--- src/hdl/b64uu_pkg.sv ---
// ----------------------------------------------------------------------------
// b64uu_pkg
// Types, character constants and the alphabet map shared by the line encoder.
// ----------------------------------------------------------------------------
package b64uu_pkg;

    // Configuration register indexes (byte address bit 2)
    localparam logic REG_UU_MODE  = 1'b0;
    localparam logic REG_NEWLINE  = 1'b1;

    // Fixed characters
    localparam logic [7:0] CHAR_PAD_B64 = 8'h3D; // '='
    localparam logic [7:0] CHAR_PAD_UU  = 8'h60; // '`'
    localparam logic [7:0] CHAR_NL      = 8'h0A; // '\n'
    localparam logic [7:0] CHAR_SPACE   = 8'h20; // ' ', uu length offset

    // Output slot positions inside one job
    localparam int unsigned POS_PRE = 0;
    localparam int unsigned POS_S0  = 1;
    localparam int unsigned POS_S1  = 2;
    localparam int unsigned POS_S2  = 3;
    localparam int unsigned POS_S3  = 4;
    localparam int unsigned POS_NL  = 5;
    localparam int unsigned NUM_POS = 6;

    // One queued job: all characters caused by one input item
    typedef struct packed {
        logic       uu;        // alphabet / pad select
        logic       pre_en;    // uu length prefix
        logic [7:0] pre_char;
        logic       grp_en;    // four symbol / pad characters
        logic [7:0] b0;
        logic [7:0] b1;
        logic [7:0] b2;
        logic [1:0] pad_cnt;   // trailing pads among the four
        logic       nl_en;     // newline
    } t_job;

    // Queue status toward the back end
    typedef struct packed {
        logic empty;
        logic full;
    } t_q_status;

    // 6-bit value to ASCII in the selected alphabet
    function automatic logic [7:0] sym_char(input logic uu, input logic [5:0] v);
        logic [7:0] w;
        logic [7:0] c;
        w = {2'b00, v};
        if (uu) begin
            c = (v == 6'd0) ? CHAR_PAD_UU : (w + CHAR_SPACE);
        end else if (v < 6'd26) begin
            c = w + 8'd65;
        end else if (v < 6'd52) begin
            c = w + 8'd71;          // 'a' - 26
        end else if (v < 6'd62) begin
            c = w - 8'd4;           // '0' - 52
        end else if (v == 6'd62) begin
            c = 8'h2B;              // '+'
        end else begin
            c = 8'h2F;              // '/'
        end
        return c;
    endfunction

endpackage

--- src/hdl/b64uu_front.sv ---
// ----------------------------------------------------------------------------
// b64uu_front
// Takes input bytes, groups them in threes and builds one job per item.
// ----------------------------------------------------------------------------
module b64uu_front (
    input  logic             i_clk,
    input  logic             i_rst_n,
    input  logic             i_uu_mode,
    input  logic             i_append_nl,
    input  logic             i_push,
    input  logic [7:0]       i_data_byte,
    input  logic             i_byte_present,
    input  logic             i_first_of_line,
    input  logic             i_last_of_line,
    input  logic [7:0]       i_line_length,
    input  logic             i_q_full,
    output logic             o_q_push,
    output b64uu_pkg::t_job  o_job
);

    logic [15:0] r_held_bytes, n_held_bytes;
    logic [1:0]  r_held_cnt,   n_held_cnt;

    logic            accept;
    logic [15:0]     hb0, hb1;
    logic [1:0]      cnt0, cnt1;
    b64uu_pkg::t_job job;

    assign accept = i_push & ~i_q_full;

    always_comb begin
        cnt0 = i_first_of_line ? 2'd0  : r_held_cnt;
        hb0  = i_first_of_line ? 16'd0 : r_held_bytes;
        cnt1 = cnt0;
        hb1  = hb0;

        job          = '0;
        job.uu       = i_uu_mode;
        job.pre_en   = i_first_of_line & i_uu_mode;
        job.pre_char = i_line_length + b64uu_pkg::CHAR_SPACE;

        if (i_byte_present) begin
            unique case (cnt0)
                2'd0: begin
                    hb1  = {i_data_byte, 8'd0};
                    cnt1 = 2'd1;
                end
                2'd1: begin
                    hb1  = {hb0[15:8], i_data_byte};
                    cnt1 = 2'd2;
                end
                default: begin
                    job.grp_en = 1'b1;
                    job.b0     = hb0[15:8];
                    job.b1     = hb0[7:0];
                    job.b2     = i_data_byte;
                    hb1        = 16'd0;
                    cnt1       = 2'd0;
                end
            endcase
        end

        n_held_bytes = hb1;
        n_held_cnt   = cnt1;

        if (i_last_of_line) begin
            // flush a partial group with padding
            if (cnt1 == 2'd2) begin
                job.grp_en  = 1'b1;
                job.b0      = hb1[15:8];
                job.b1      = hb1[7:0];
                job.b2      = 8'd0;
                job.pad_cnt = 2'd1;
            end else if (cnt1 == 2'd1) begin
                job.grp_en  = 1'b1;
                job.b0      = hb1[15:8];
                job.b1      = 8'd0;
                job.b2      = 8'd0;
                job.pad_cnt = 2'd2;
            end
            job.nl_en    = i_append_nl;
            n_held_bytes = 16'd0;
            n_held_cnt   = 2'd0;
        end
    end

    always_ff @(posedge i_clk) begin
        if (!i_rst_n) begin
            r_held_bytes <= 16'd0;
            r_held_cnt   <= 2'd0;
        end else if (accept) begin
            r_held_bytes <= n_held_bytes;
            r_held_cnt   <= n_held_cnt;
        end
    end

    // items that cause no character are dropped here
    assign o_q_push = accept & (job.pre_en | job.grp_en | job.nl_en);
    assign o_job    = job;

endmodule

--- src/hdl/b64uu_queue.sv ---
// ----------------------------------------------------------------------------
// b64uu_queue
// Two-entry job queue between the front and the back end.
// ----------------------------------------------------------------------------
module b64uu_queue (
    input  logic                  i_clk,
    input  logic                  i_rst_n,
    input  logic                  i_push,
    input  b64uu_pkg::t_job       i_job,
    input  logic                  i_pop,
    output b64uu_pkg::t_job       o_job,
    output b64uu_pkg::t_q_status  o_status
);

    b64uu_pkg::t_job r_mem [2];
    logic            r_wr_ptr, r_rd_ptr;
    logic [1:0]      r_count;

    logic do_push, do_pop;

    assign o_status.empty = (r_count == 2'd0);
    assign o_status.full  = (r_count == 2'd2);
    assign do_push        = i_push & ~o_status.full;
    assign do_pop         = i_pop & ~o_status.empty;
    assign o_job          = r_mem[r_rd_ptr];

    always_ff @(posedge i_clk) begin
        if (do_push) begin
            r_mem[r_wr_ptr] <= i_job;
        end
    end

    always_ff @(posedge i_clk) begin
        if (!i_rst_n) begin
            r_wr_ptr <= 1'b0;
            r_rd_ptr <= 1'b0;
            r_count  <= 2'd0;
        end else begin
            if (do_push) r_wr_ptr <= ~r_wr_ptr;
            if (do_pop)  r_rd_ptr <= ~r_rd_ptr;
            unique case ({do_push, do_pop})
                2'b10:   r_count <= r_count + 2'd1;
                2'b01:   r_count <= r_count - 2'd1;
                default: r_count <= r_count;
            endcase
        end
    end

endmodule

--- src/hdl/b64uu_back.sv ---
// ----------------------------------------------------------------------------
// b64uu_back
// Walks the queued job one character a cycle into the output register, while that register is free or popped.
// ----------------------------------------------------------------------------
module b64uu_back (
    input  logic                  i_clk,
    input  logic                  i_rst_n,
    input  b64uu_pkg::t_job       i_job,
    input  b64uu_pkg::t_q_status  i_q_status,
    output logic                  o_q_pop,
    input  logic                  i_out_pop,
    output logic                  o_out_valid,
    output logic [7:0]            o_out_char,
    output logic                  o_last_char
);

    localparam int unsigned NP = b64uu_pkg::NUM_POS;

    logic [NP-1:0] r_done, n_done;
    logic          r_out_valid;
    logic [7:0]    r_out_char;
    logic          r_last_char;

    logic [NP-1:0] mask, rem, sel;
    logic          load, is_last;
    logic [7:0]    ch, pad;
    logic [5:0]    s0, s1, s2, s3;

    assign s0  = i_job.b0[7:2];
    assign s1  = {i_job.b0[1:0], i_job.b1[7:4]};
    assign s2  = {i_job.b1[3:0], i_job.b2[7:6]};
    assign s3  = i_job.b2[5:0];
    assign pad = i_job.uu ? b64uu_pkg::CHAR_PAD_UU : b64uu_pkg::CHAR_PAD_B64;

    assign mask = {i_job.nl_en, {4{i_job.grp_en}}, i_job.pre_en};
    assign rem  = mask & ~r_done;
    assign sel  = rem & (~rem + NP'(1));
    assign is_last = ((rem & ~sel) == '0);

    assign load = ~i_q_status.empty & (~r_out_valid | i_out_pop);

    always_comb begin
        ch = b64uu_pkg::CHAR_NL;
        priority if (sel[b64uu_pkg::POS_PRE]) begin
            ch = i_job.pre_char;
        end else if (sel[b64uu_pkg::POS_S0]) begin
            ch = b64uu_pkg::sym_char(i_job.uu, s0);
        end else if (sel[b64uu_pkg::POS_S1]) begin
            ch = b64uu_pkg::sym_char(i_job.uu, s1);
        end else if (sel[b64uu_pkg::POS_S2]) begin
            ch = (i_job.pad_cnt == 2'd2) ? pad : b64uu_pkg::sym_char(i_job.uu, s2);
        end else if (sel[b64uu_pkg::POS_S3]) begin
            ch = (i_job.pad_cnt != 2'd0) ? pad : b64uu_pkg::sym_char(i_job.uu, s3);
        end else begin
            ch = b64uu_pkg::CHAR_NL;
        end
    end

    always_comb begin
        n_done = r_done;
        if (load) begin
            n_done = is_last ? '0 : (r_done | sel);
        end
    end

    always_ff @(posedge i_clk) begin
        if (!i_rst_n) begin
            r_done      <= '0;
            r_out_valid <= 1'b0;
        end else begin
            r_done <= n_done;
            if (load) begin
                r_out_valid <= 1'b1;
            end else if (i_out_pop) begin
                r_out_valid <= 1'b0;
            end
        end
    end

    always_ff @(posedge i_clk) begin
        if (load) begin
            r_out_char  <= ch;
            r_last_char <= is_last;
        end
    end

    assign o_q_pop     = load & is_last;
    assign o_out_valid = r_out_valid;
    assign o_out_char  = r_out_char;
    assign o_last_char = r_last_char;

endmodule

--- src/hdl/base64_uuencode_line_encoder_core.sv ---
// ----------------------------------------------------------------------------
// base64_uuencode_line_encoder_core
// Line encoder for base64 or uuencode, one raw byte in per transaction.
// ----------------------------------------------------------------------------
// Usage:
//   Input side is a queue write port: drive the byte and its line flags, raise
//   push; the transaction completes when push is high and full is low.
//   Output side is a queue read port: while empty is low, o_out_char and
//   o_last_char show the oldest character; pop takes it. o_last_char marks
//   the final character caused by one input transaction.
//   Registers (APB, byte addresses): 0x0 uu_mode, 0x4 append_newline.
//   Write them only while the encoder is drained.
// Throughput:
//   The front end takes one byte a cycle while full is low into a two-entry
//   job queue. The back end emits one character a cycle while the output is
//   free or popped; a transaction causes 0 to 6 characters (about 4/3 per
//   byte on average plus prefix and newline), so the output port sets the
//   sustained rate. Path: an accepted job is written into the queue, then its
//   first character is loaded into the output register once that is free.
// Reset: synchronous, clears held bytes, queue and output; uu_mode = 0,
//   append_newline = 1.
// Stall: with pop low the output register holds, the queue fills and full
//   rises after at most two more jobs; nothing is dropped.
// ----------------------------------------------------------------------------
module base64_uuencode_line_encoder_core (
    input  logic        i_clk,
    input  logic        i_rst_n,
    // APB configuration
    input  logic        psel,
    input  logic        penable,
    input  logic        pwrite,
    input  logic [2:0]  paddr,
    input  logic [31:0] pwdata,
    output logic [31:0] prdata,
    output logic        pready,
    // input channel
    input  logic        push,
    output logic        full,
    input  logic [7:0]  i_data_byte,
    input  logic        i_byte_present,
    input  logic        i_first_of_line,
    input  logic        i_last_of_line,
    input  logic [7:0]  i_line_length,
    // result channel
    output logic        empty,
    input  logic        pop,
    output logic [7:0]  o_out_char,
    output logic        o_last_char
);

    // configuration registers
    logic r_uu_mode;
    logic r_append_nl;
    logic cfg_wr;

    // front -> queue -> back
    logic                  q_push, q_pop;
    b64uu_pkg::t_job       front_job, head_job;
    b64uu_pkg::t_q_status  q_status;
    logic                  out_valid;

    assign pready = 1'b1;
    assign cfg_wr = psel & penable & pwrite & pready;

    always_ff @(posedge i_clk) begin
        if (!i_rst_n) begin
            r_uu_mode   <= 1'b0;
            r_append_nl <= 1'b1;
        end else if (cfg_wr) begin
            unique case (paddr[2])
                b64uu_pkg::REG_UU_MODE: r_uu_mode   <= pwdata[0];
                b64uu_pkg::REG_NEWLINE: r_append_nl <= pwdata[0];
                default:                r_uu_mode   <= r_uu_mode;
            endcase
        end
    end

    // register readback; low address bits are ignored
    always_comb begin
        prdata = 32'd0;
        unique case (paddr[2])
            b64uu_pkg::REG_UU_MODE: prdata = {31'd0, r_uu_mode};
            b64uu_pkg::REG_NEWLINE: prdata = {31'd0, r_append_nl};
            default:                prdata = 32'd0;
        endcase
    end

    // front end: grouping of bytes, one job per transaction
    b64uu_front u_front (
        .i_clk           (i_clk),
        .i_rst_n         (i_rst_n),
        .i_uu_mode       (r_uu_mode),
        .i_append_nl     (r_append_nl),
        .i_push          (push),
        .i_data_byte     (i_data_byte),
        .i_byte_present  (i_byte_present),
        .i_first_of_line (i_first_of_line),
        .i_last_of_line  (i_last_of_line),
        .i_line_length   (i_line_length),
        .i_q_full        (q_status.full),
        .o_q_push        (q_push),
        .o_job           (front_job)
    );

    // decoupling queue
    b64uu_queue u_queue (
        .i_clk    (i_clk),
        .i_rst_n  (i_rst_n),
        .i_push   (q_push),
        .i_job    (front_job),
        .i_pop    (q_pop),
        .o_job    (head_job),
        .o_status (q_status)
    );

    // back end: character sequencer and output register
    b64uu_back u_back (
        .i_clk       (i_clk),
        .i_rst_n     (i_rst_n),
        .i_job       (head_job),
        .i_q_status  (q_status),
        .o_q_pop     (q_pop),
        .i_out_pop   (pop),
        .o_out_valid (out_valid),
        .o_out_char  (o_out_char),
        .o_last_char (o_last_char)
    );

    assign full  = q_status.full;
    assign empty = ~out_valid;

`ifndef SYNTHESIS
    // after reset nothing is waiting and the input is open
    a_reset_clean: assert property (@(posedge i_clk)
        !i_rst_n |=> (empty && !full))
        else $error("encoder not clean after reset");

    // a full queue always has a job for the back end
    a_full_not_empty: assert property (@(posedge i_clk) disable iff (!i_rst_n)
        q_status.full |-> !q_status.empty)
        else $error("queue full and empty together");

    // retiring a job always loads its final character
    a_retire_marks_last: assert property (@(posedge i_clk) disable iff (!i_rst_n)
        q_pop |=> (out_valid && o_last_char))
        else $error("job retired without final character");
`endif

endmodule
--- config.mk ---
export PLATFORM = sky130hd
export DESIGN_NAME = base64_uuencode_line_encoder_core
export DESIGN_NICKNAME = d
export VERILOG_FILES = /design/src/hdl/b64uu_pkg.sv /design/src/hdl/b64uu_front.sv /design/src/hdl/b64uu_queue.sv /design/src/hdl/b64uu_back.sv /design/src/hdl/base64_uuencode_line_encoder_core.sv
export SDC_FILE = /design/constraint.sdc
export NUM_CORES = 1
export LEC_CHECK = 0
export ABC_AREA = 1
export ABC_CLOCK_PERIOD_IN_PS = 4000
export BUFFER_PORTS_ARGS = -buffer_cell sky130_fd_sc_hd__buf_2
export CELL_PAD_IN_SITES_DETAIL_PLACEMENT = 1
export CELL_PAD_IN_SITES_GLOBAL_PLACEMENT = 2
export CORE_UTILIZATION = 32
export CTS_BUF_LIST = sky130_fd_sc_hd__clkbuf_8
export DETAILED_ROUTE_END_ITERATION = 8
export PLACE_DENSITY_LB_ADDON = 0.2
export SYNTH_ARGS = -nofsm -noshare
export SYNTH_HDL_FRONTEND = slang
export SYNTH_SLANG_ARGS = --single-unit
export TNS_END_PERCENT = 5
--- constraint.sdc ---
create_clock -name i_clk -period 4 [get_ports i_clk]
set_clock_uncertainty 0.1 [all_clocks]
set_input_delay 0.8 -clock i_clk [delete_from_list [all_inputs] [get_ports i_clk]]
set_output_delay 0.8 -clock i_clk [all_outputs]
set_load 0.01 [all_outputs]
Word level (Yosys, flattened, before mapping)
Memories as Yosys holds them, arrays and structs flattened. A register that Yosys moved wholly into a read port is not among the register bits.
Index checks and enable logic that the tools add are counted.
{"block": "totals", "elab_cells": 147, "latch_bits": 0, "mem_count": 1, "regBits": 40, "inputBits": 61, "out_inout_bits": 44, "rom_bits": 0, "ram_bits": 76}
{"block": "op_classes", "shifts": 0, "addsub": 20, "multipliers": 0, "div_mod_pow": 0, "order_cmp": 12, "n_bitwise": 25, "mux": 54, "eq_ne": 11, "n_reduce_logical": 13}
{"name": "u_queue.r_mem", "depth": 2, "width": 38, "rd": 1, "rd_clocked_by_memory_dff": 1, "write_ports": 1, "line": "b64uu_queue.sv:15", "source": "b64uu_pkg::t_job r_mem [2];"}
{"op": "$mux W8", "count": 27}
{"op": "$add A6 B7 Y8 const B", "count": 8}
{"op": "$pmux W32 S2", "count": 1}
{"op": "$mux W27", "count": 2}
{"op": "$mux W25", "count": 2}
{"op": "$lt A6 B6 Y1 const B", "count": 8}
{"op": "$mux W16", "count": 3}
{"op": "$pmux W16 S2", "count": 1}
{"op": "$logic_not A6 Y1", "count": 5}
{"op": "$add A6 B6 Y7 const B", "count": 4}
{"op": "$mux W28", "count": 1}
{"op": "$sub A6 B3 Y7 const B", "count": 4}
{"op": "$eq A6 B6 Y1 const B", "count": 4}
{"op": "$lt A6 B5 Y1 const B", "count": 4}
{"op": "$and A6 B6 Y6", "count": 3}
{"op": "$not A6 Y6", "count": 3}
{"op": "$mux W3", "count": 4}
{"op": "$and A1 B1 Y1", "count": 9}
{"op": "$add A8 B6 Y8 const B", "count": 1}
{"op": "$eq A2 B2 Y1 const B", "count": 4}
{"op": "$pmux W2 S2", "count": 2}
{"op": "$mux W7", "count": 1}
{"op": "$add A6 B1 Y6 const B", "count": 1}
{"op": "$eq A2 B1 Y1 const B", "count": 3}
{"op": "other kinds (12)", "count": 30}

Longest topological paths before layout
Gate-level depths: netlist of the first run.
{"block": "logic_depth", "ltp_word": 14, "ltp_mapped": 21, "mapped_depth_nobuf": 19}

Modules after synthesis
From an unflattened synthesis of the first run, not the netlist that was laid out.
{"block": "unflattened", "cells_unflattened": 961, "area_unflattened_um2": 7861.3}
{"mod": "b64uu_queue", "cells_each": 158, "n_inst": 1, "seq_area_each_um2": 2382.3, "area_each_um2": 3072.9}
{"mod": "b64uu_back", "cells_each": 524, "n_inst": 1, "seq_area_each_um2": 410.4, "area_each_um2": 3065.4}
{"mod": "b64uu_front", "cells_each": 226, "n_inst": 1, "seq_area_each_um2": 360.3, "area_each_um2": 1352.5}
{"mod": "base64_uuencode_line_encoder_core", "cells_each": 53, "n_inst": 1, "seq_area_each_um2": 40.0, "area_each_um2": 370.4}

Worst setup path before layout of the first run
OpenSTA, ideal clock, no wires.
{"block": "synth_path", "path_kind": "in2reg", "startpoint": "input port i_first_of_line", "endpoint": "memory u_queue.r_mem[1][0] (netlist name) (enable)", "required_time_ns": 3.464, "setup_time_ns": 0.436, "setup_slack_ns": 0.095, "stages": 11, "arrival_ns": 3.369, "path_buffers": 0, "cell_sequence": "inv_4 nand2_4 inv_1 nand2_2 nand2_4 nand2_2 nor3_4 nor3_2 inv_2 o21bai_2 nor2_1"}
{"element": "start: declaration", "line": "base64_uuencode_line_encoder_core.sv:41", "source": "input logic i_first_of_line,"}
{"element": "end: declaration", "line": "b64uu_queue.sv:15"}

==> results.py, run 1 <==
metrics = {
    "run_status": {
        "status": "completed",
    },
    "cts": {
        "insertion_delay_ps": 440,
        "ctsResizeCount": 0,
        "cts.path.max_buffers": 2,
        "cts_buffers": 17,
        "cts_tree": "yes",
        "clkTransAtPathRegs_ps": 80,
        "cts_setup_buffers": 0,
        "clock-sinks": 117,
        "cts_root_buf": "clkbuf_8",
        "ctsHtreeMaxLevel": 4,
        "hold_buffers": 0,
    },
    "final_layout": {
        "drive_gt1_share_pct": 17.8,
        "n_fill_cell": 2896,
        "fin_area_um2": 8530,
        "diodes": 0,
        "fin_nets": 1091,
        "syn_to_final_growth_pct": 11.1,
        "final_cells": 1333,
    },
    "place": {
        "portBuffers": 39,
        "place_hpwl_mm": 15.8,
        "place.gp.congestion": 0.844,
        "place_area_um2": 8110,
        "dp.cells": 1301,
    },
    "logic_synthesis": {
        "synth_ff_type": "edfxtp_1",
        "synth_edf_count": 85,
        "yosysMostFrequentCell": "nand2_1",
        "seq_area_frac_synth_pct": 41.6,
        "synth_top_cells_by_count": "265 x nand2_1, 88 x inv_1, 85 x edfxtp_1",
        "synth_top_area_cell": "edfxtp_1",
        "synth_area_um2": 7670,
        "avgSynthCellArea_um2": 8.03,
        "synth_top_area_share_pct": 33.3,
        "ys_top_cells_by_area": "edfxtp_1 33%, nand2_1 13%, dfxtp_1 8.3%",
        "async_reset_ff_share_pct": 0,
        "ys_types": 53,
        "yosys_warnings": 0,
        "ys_ff_latch": 117,
        "synth_cells": 956,
    },
    "min_path": {
        "hold_class": "reg -> reg",
        "hp-start": "u_queue.r_count[1]$_SDFFE_PN0P_",
    },
    "power": {
        "p_leak_nw": 3.65,
        "power.density_nw_per_um2": 420,
        "vdd_drop_max_v": 0.000201,
        "total_power_w": 0.00358,
    },
    "worst_setup_path": {
        "critPathCaptureType": "flop",
        "critPathKind": "reg -> reg",
        "cp.required_ps": 4090,
        "crit_path_start_kind": "flop",
        "critical_path_arrival_ps": 3310,
        "path_max_fanout": 30,
    },
    "detailed_routing": {
        "route.detailed.drc": 0,
        "drt_iter0_drc": 328,
        "dr_total_vias": 6360,
        "first_pass_iters": 5,
        "routed_wl_mm": 21.3,
        "wl_per_cell_um": 16.0,
        "antenna_left": 0,
        "vias_per_cell": 4.77,
    },
    "floorplanning": {
        "die_w_um": 157,
        "placementRows": 56,
        "initial_core_util_pct": 32.7,
        "fp.coreArea_um2": 23500,
        "die-area_um2": 24600,
        "dieHeight_um": 157,
        "ios": 105,
    },
    "global_route": {
        "grt_max_degree": 39,
        "track_usage_pct": 18.5,
        "antenna_found_initial": 0,
        "grt_overflow_total": 0,
        "grt_pass1_wl_mm": 34.7,
        "grt_pass1_vias": 6432,
    },
    "timing": {
        "setup_tns_ps": 0,
        "finalMaxSlewViolations": 0,
        "min_period_ps": 3220,
        "final-setup-viol-count": 0,
        "slew-limit-headroom_pct": 48.0,
        "rsz0062_at_grt": "no",
        "worst_pin_slew_ps": 779,
        "finalHoldViolCount": 0,
        "fmax_mhz": 310,
        "min_period_over_period_pct": 80.6,
    },
    "run": {
        "max-cap-violations": 0,
    },
}
==> placed cells by master, fill, tap and decap left out, types with 29 or more instances in the layout <==
master	n
nor2_1	49
dfxtp_1	31
inv_1	89
edfxtp_1	85
nand2_1	265
ha_1	29
nand3_1	62
buf_2	39
a21oi_1	60
conb_1	32
o21ai_0	59
==> power by group <==
group          total (W)  switching (W)  internal [W]
Combinational   0.000993       0.000693      0.000300
Sequential       0.00142      0.0000314       0.00139
Clock            0.00116       0.000525      0.000639
==> layer usage <==
metal / vias up / global-route usage (%) / wire [um]
met5: - / 0 / 0
met2: 100 / 29.9 / 9820
met1: 3036 / 25.6 / 10700
li1: 3204 / - / -
met3: 20 / 3.18 / 482
met4: 0 / 4.34 / 244
==> worst paths after layout <==
| check | endpoint | slack, ps | cells after the start |
|---|---|---|---|
| max | u_back.o_out_char[2]$_DFFE_PP_ | 780 | 15 |
| min | u_queue.r_count[1]$_SDFFE_PN0P_ | 350 | 1 |
| max reg2reg | u_back.o_out_char[2]$_DFFE_PP_ | 780 | 15 |
| min reg2reg | u_queue.r_count[1]$_SDFFE_PN0P_ | 350 | 1 |
==> cell type report <==
class	instances	area [um^2]	area share, %
Clock buffer	18	248	2.90
Clock inverter	14	174	2.04
Inverter	108	417	4.89
Multi-Input combinational cell	709	3810	44.7
Sequential cell	117	3190	37.5
Tap cell	319	399	4.68
Timing Repair Buffer	48	288	3.37
==> cell families after synthesis <==
| family | count (synthesis) | share of synthesized area [%] |
|---|---|---|
| other | 2 | 0.0979 |
| buffers and inverters | 160 | 10.5 |
| xor gates and xnor gates | 16 | 1.83 |
| and+or+nand+nor | 457 | 27.4 |
| DFF | 117 | 41.6 |
| AOI/OAI and AO/OA | 175 | 13.9 |
| adders and majority gates | 29 | 4.73 |
==> through the flow <==
step | util [%] | hold slack (ps) | setup slack [ps]
after global placement | 34.5 | 337 | 771
after floorplan | - | 322 | 95.0
after global routing | 36.3 | 380 | 467
after detailed placement | 34.5 | 345 | 724
final | 36.3 | 352 | 776
after CTS | 36.3 | 359 | 745
==> sequential cells by signal, indices dropped and copies added (netlist names), named ones only <==
name	count
u_back.o_out_char	8
u_back.r_done	6
u_front.r_held_cnt	2
u_queue.r_mem	76
r_uu_mode	1
u_back.o_out_valid	1
u_queue.r_rd_ptr	1
r_append_nl	1
u_back.o_last_char	1
u_front.r_held_bytes	16
u_queue.r_count	2
u_queue.r_wr_ptr	1
==> critical path: stages (launching register included) <==
cell     delay (ps)
dfxtp_2         600
buf_4           470
nand2_1         130
o21ai_2         190
inv_1           160
ha_1            250
inv_1            80
o21ai_0          90
nand2_1          70
nand2_1         190
o21ai_0         210
inv_1            50
nand2_1          60
a21oi_1          60
nor2_1          150
nand2_1          80
Note: power is estimated with default switching activity, not from simulation.
==> run 2: changes to the inputs <==
Settings changed: ABC_CLOCK_PERIOD_IN_PS 4000 to 2700.
Clock period 4 ns to 2.7 ns, I/O delays scaled along.
==> results.py, run 2 (same netlist as run 1, synthesis figures left out) <==
metrics = {
    "global_route": {
        "grt_pass1_vias": 6455,
        "grt_pass1_wl_mm": 35.2,
        "grt_overflow_total": 0,
        "track_usage_pct": 18.7,
        "antenna_found_initial": 0,
        "grt_max_degree": 39,
    },
    "floorplanning": {
        "ios": 105,
        "fp.coreArea_um2": 23500,
        "initial_core_util_pct": 32.7,
        "die-area_um2": 24600,
        "placementRows": 56,
        "die_w_um": 157,
        "dieHeight_um": 157,
    },
    "worst_setup_path": {
        "critPathKind": "reg -> reg",
        "critical_path_arrival_ps": 2630,
        "cp.required_ps": 2780,
        "crit_chain": "buf_12, inv_6, o21ai_2, inv_1, ha_1, nor2_4, inv_2, o21ai_0, nand3_1, o21ai_0, nand2_1, nand2_1, nand2_1, nor2_2, nand2_1",
        "slowest_delay_ps": 440,
        "crit_end": "u_back.o_out_char[2]$_DFFE_PP_",
        "crit_path_start_kind": "flop",
        "path_delay_family": "simple AND/OR/NAND/NOR gates",
        "cp_num_cells": 15,
        "critPathMostFrequentCell": "nand2_1",
        "rrSetupSlack_ps": 160,
        "critPathCaptureType": "flop",
        "worst_path_max_delay_cell": "dfxtp_4",
        "reg2reg_depth": 15,
        "critical_path_buf_inv_count": 4,
        "timing.rr.end": "u_back.o_out_char[2]$_DFFE_PP_",
        "path_max_fanout": 10,
    },
    "final_layout": {
        "drive_gt1_share_pct": 22.3,
        "final_cell_mix": "263 x nand2_1, 92 x inv_1, 85 x edfxtp_1",
        "layout_commonest_cell": "nand2_1",
        "postLayoutCoreUtil_pct": 38.3,
        "syn_to_final_growth_pct": 17.0,
        "diodes": 0,
        "fin_area_um2": 8980,
        "regMostFlops": "u_queue.r_mem",
        "largest_register_ffs": 76,
        "fin_nets": 1145,
    },
    "power": {
        "seqPwrFrac_pct": 39.5,
        "power.density_nw_per_um2": 594,
        "total_power_w": 0.00534,
        "netSwitchingFraction_pct": 34.1,
        "vdd_drop_max_v": 0.000285,
        "power.internal_w": 0.00351,
        "p_leak_nw": 3.93,
        "clockPowerShare_pct": 29.7,
        "p_comb_share_pct": 30.8,
        "switchingPower_w": 0.00182,
    },
    "run": {
        "max-cap-violations": 0,
    },
    "detailed_routing": {
        "wl_per_cell_um": 15.9,
        "vias_per_cell": 4.68,
        "first_pass_iters": 4,
        "antenna_left": 0,
        "dr_total_vias": 6495,
        "drt_iter0_drc": 292,
        "routed_wl_mm": 22.1,
        "route.detailed.drc": 0,
    },
    "place": {
        "place.gp.congestion": 0.846,
        "pre_cts_slack_ps": -48.9,
        "place_area_um2": 8490,
        "place_hpwl_mm": 16.7,
        "portBuffers": 39,
    },
    "timing": {
        "fin_ws_ps": 157,
        "worst_pin_slew_ps": 807,
        "fmax_mhz": 393,
        "min_period_ps": 2540,
        "timing.hold.ws_ps": 205,
        "min_period_over_period_pct": 94.2,
        "final-setup-viol-count": 0,
        "finalMaxSlewViolations": 0,
        "rsz0062_at_grt": "yes",
        "slew-limit-headroom_pct": 46.1,
        "finalHoldViolCount": 0,
    },
    "cts": {
        "hold_buffers": 0,
        "cts.path.max_buffers": 2,
        "cts_tree": "yes",
        "insertion_delay_ps": 430,
        "cts_root_buf": "clkbuf_8",
        "ctsHtreeMaxLevel": 4,
        "clkTransAtPathRegs_ps": 80,
        "clock-sinks": 117,
        "cts_buffers": 17,
    },
    "run_status": {
        "status": "completed",
    },
    "min_path": {
        "hold_class": "in -> reg",
    },
}
## run 2: cell count changes in the layout (fill, tap and decap cells not counted), moves of 3 or more
| cell | delta |
|---|---|
| inv_6 | -4 |
| inv_1 | +3 |
| buf_4 | +49 |
| clkinv_2 | +3 |
## run 2: layout make-up
cell class              count  area (um^2)
clock buffers              20          275
clock inverters            12          114
fillers                  2905        14500
inverters                 108          424
multi-input cells         709         3840
flip-flops and latches    117         3200
well taps                 319          399
repair buffers            101          718
repair inverters            1         8.76
## run 2: power by group through the flow
stage / Combinational, W / Sequential (W) / Clock [W]
after floorplan: 0.00108 / 0.00215 / 0
after global placement: 0.00161 / 0.00215 / 0
after detailed placement: 0.00162 / 0.00215 / 0
after CTS: 0.00163 / 0.00211 / 0.00163
after global routing: 0.00184 / 0.00212 / 0.00171
final: 0.00164 / 0.00211 / 0.00159
## run 2: worst register-to-register path, stage by stage (launching register included)
cell and delay, ps:
dfxtp_4 440, buf_12 130, inv_6 60, o21ai_2 250
inv_1 90, ha_1 250, nor2_4 210, inv_2 60
o21ai_0 80, nand3_1 110, o21ai_0 100, nand2_1 80
nand2_1 90, nand2_1 60, nor2_2 140, nand2_1 70
## run 2: worst min-delay path by stage
stage               cells after the start                             from  slack (ps)                              end
floorplan                               1  u_queue.r_count[1]$_SDFFE_PN0P_         320  u_queue.r_count[1]$_SDFFE_PN0P_
global placement                        1  u_queue.r_count[1]$_SDFFE_PN0P_         340  u_queue.r_count[1]$_SDFFE_PN0P_
detailed placement                      1  u_queue.r_count[1]$_SDFFE_PN0P_         350  u_queue.r_count[1]$_SDFFE_PN0P_
CTS                                     1                 i_line_length[3]         170   u_queue.r_mem[1][31]$_DFFE_PP_
global route                            1                 i_line_length[1]         170   u_queue.r_mem[0][29]$_DFFE_PP_
finish                                  1                 i_line_length[3]         210   u_queue.r_mem[1][31]$_DFFE_PP_
## run 2: routing by layer
layer	GRT usage (%)	wire (um)
met4	4.76	254
met1	25.9	10900
met5	0	0
met2	30.1	10300
met3	2.82	549
## run 2: stage by stage
| step | setup TNS [ps] | instances |
|---|---|---|
| after detailed placement | -102 | 1352 |
| final | 0 | 1387 |
| after CTS | 0 | 1384 |
| after global placement | -6.89 | 1352 |
| after global routing | -74.5 | 1387 |
| after floorplan | -10540 | 986 |
## run 2: timing repair
item / 4_1_cts / 5_1_grt
pin swaps: 0 / 1
setup endpoints to repair: 3 / 5
gates cloned: 0 / 1
gates resized for setup: 3 / 13
setup buffers: 0 / 2
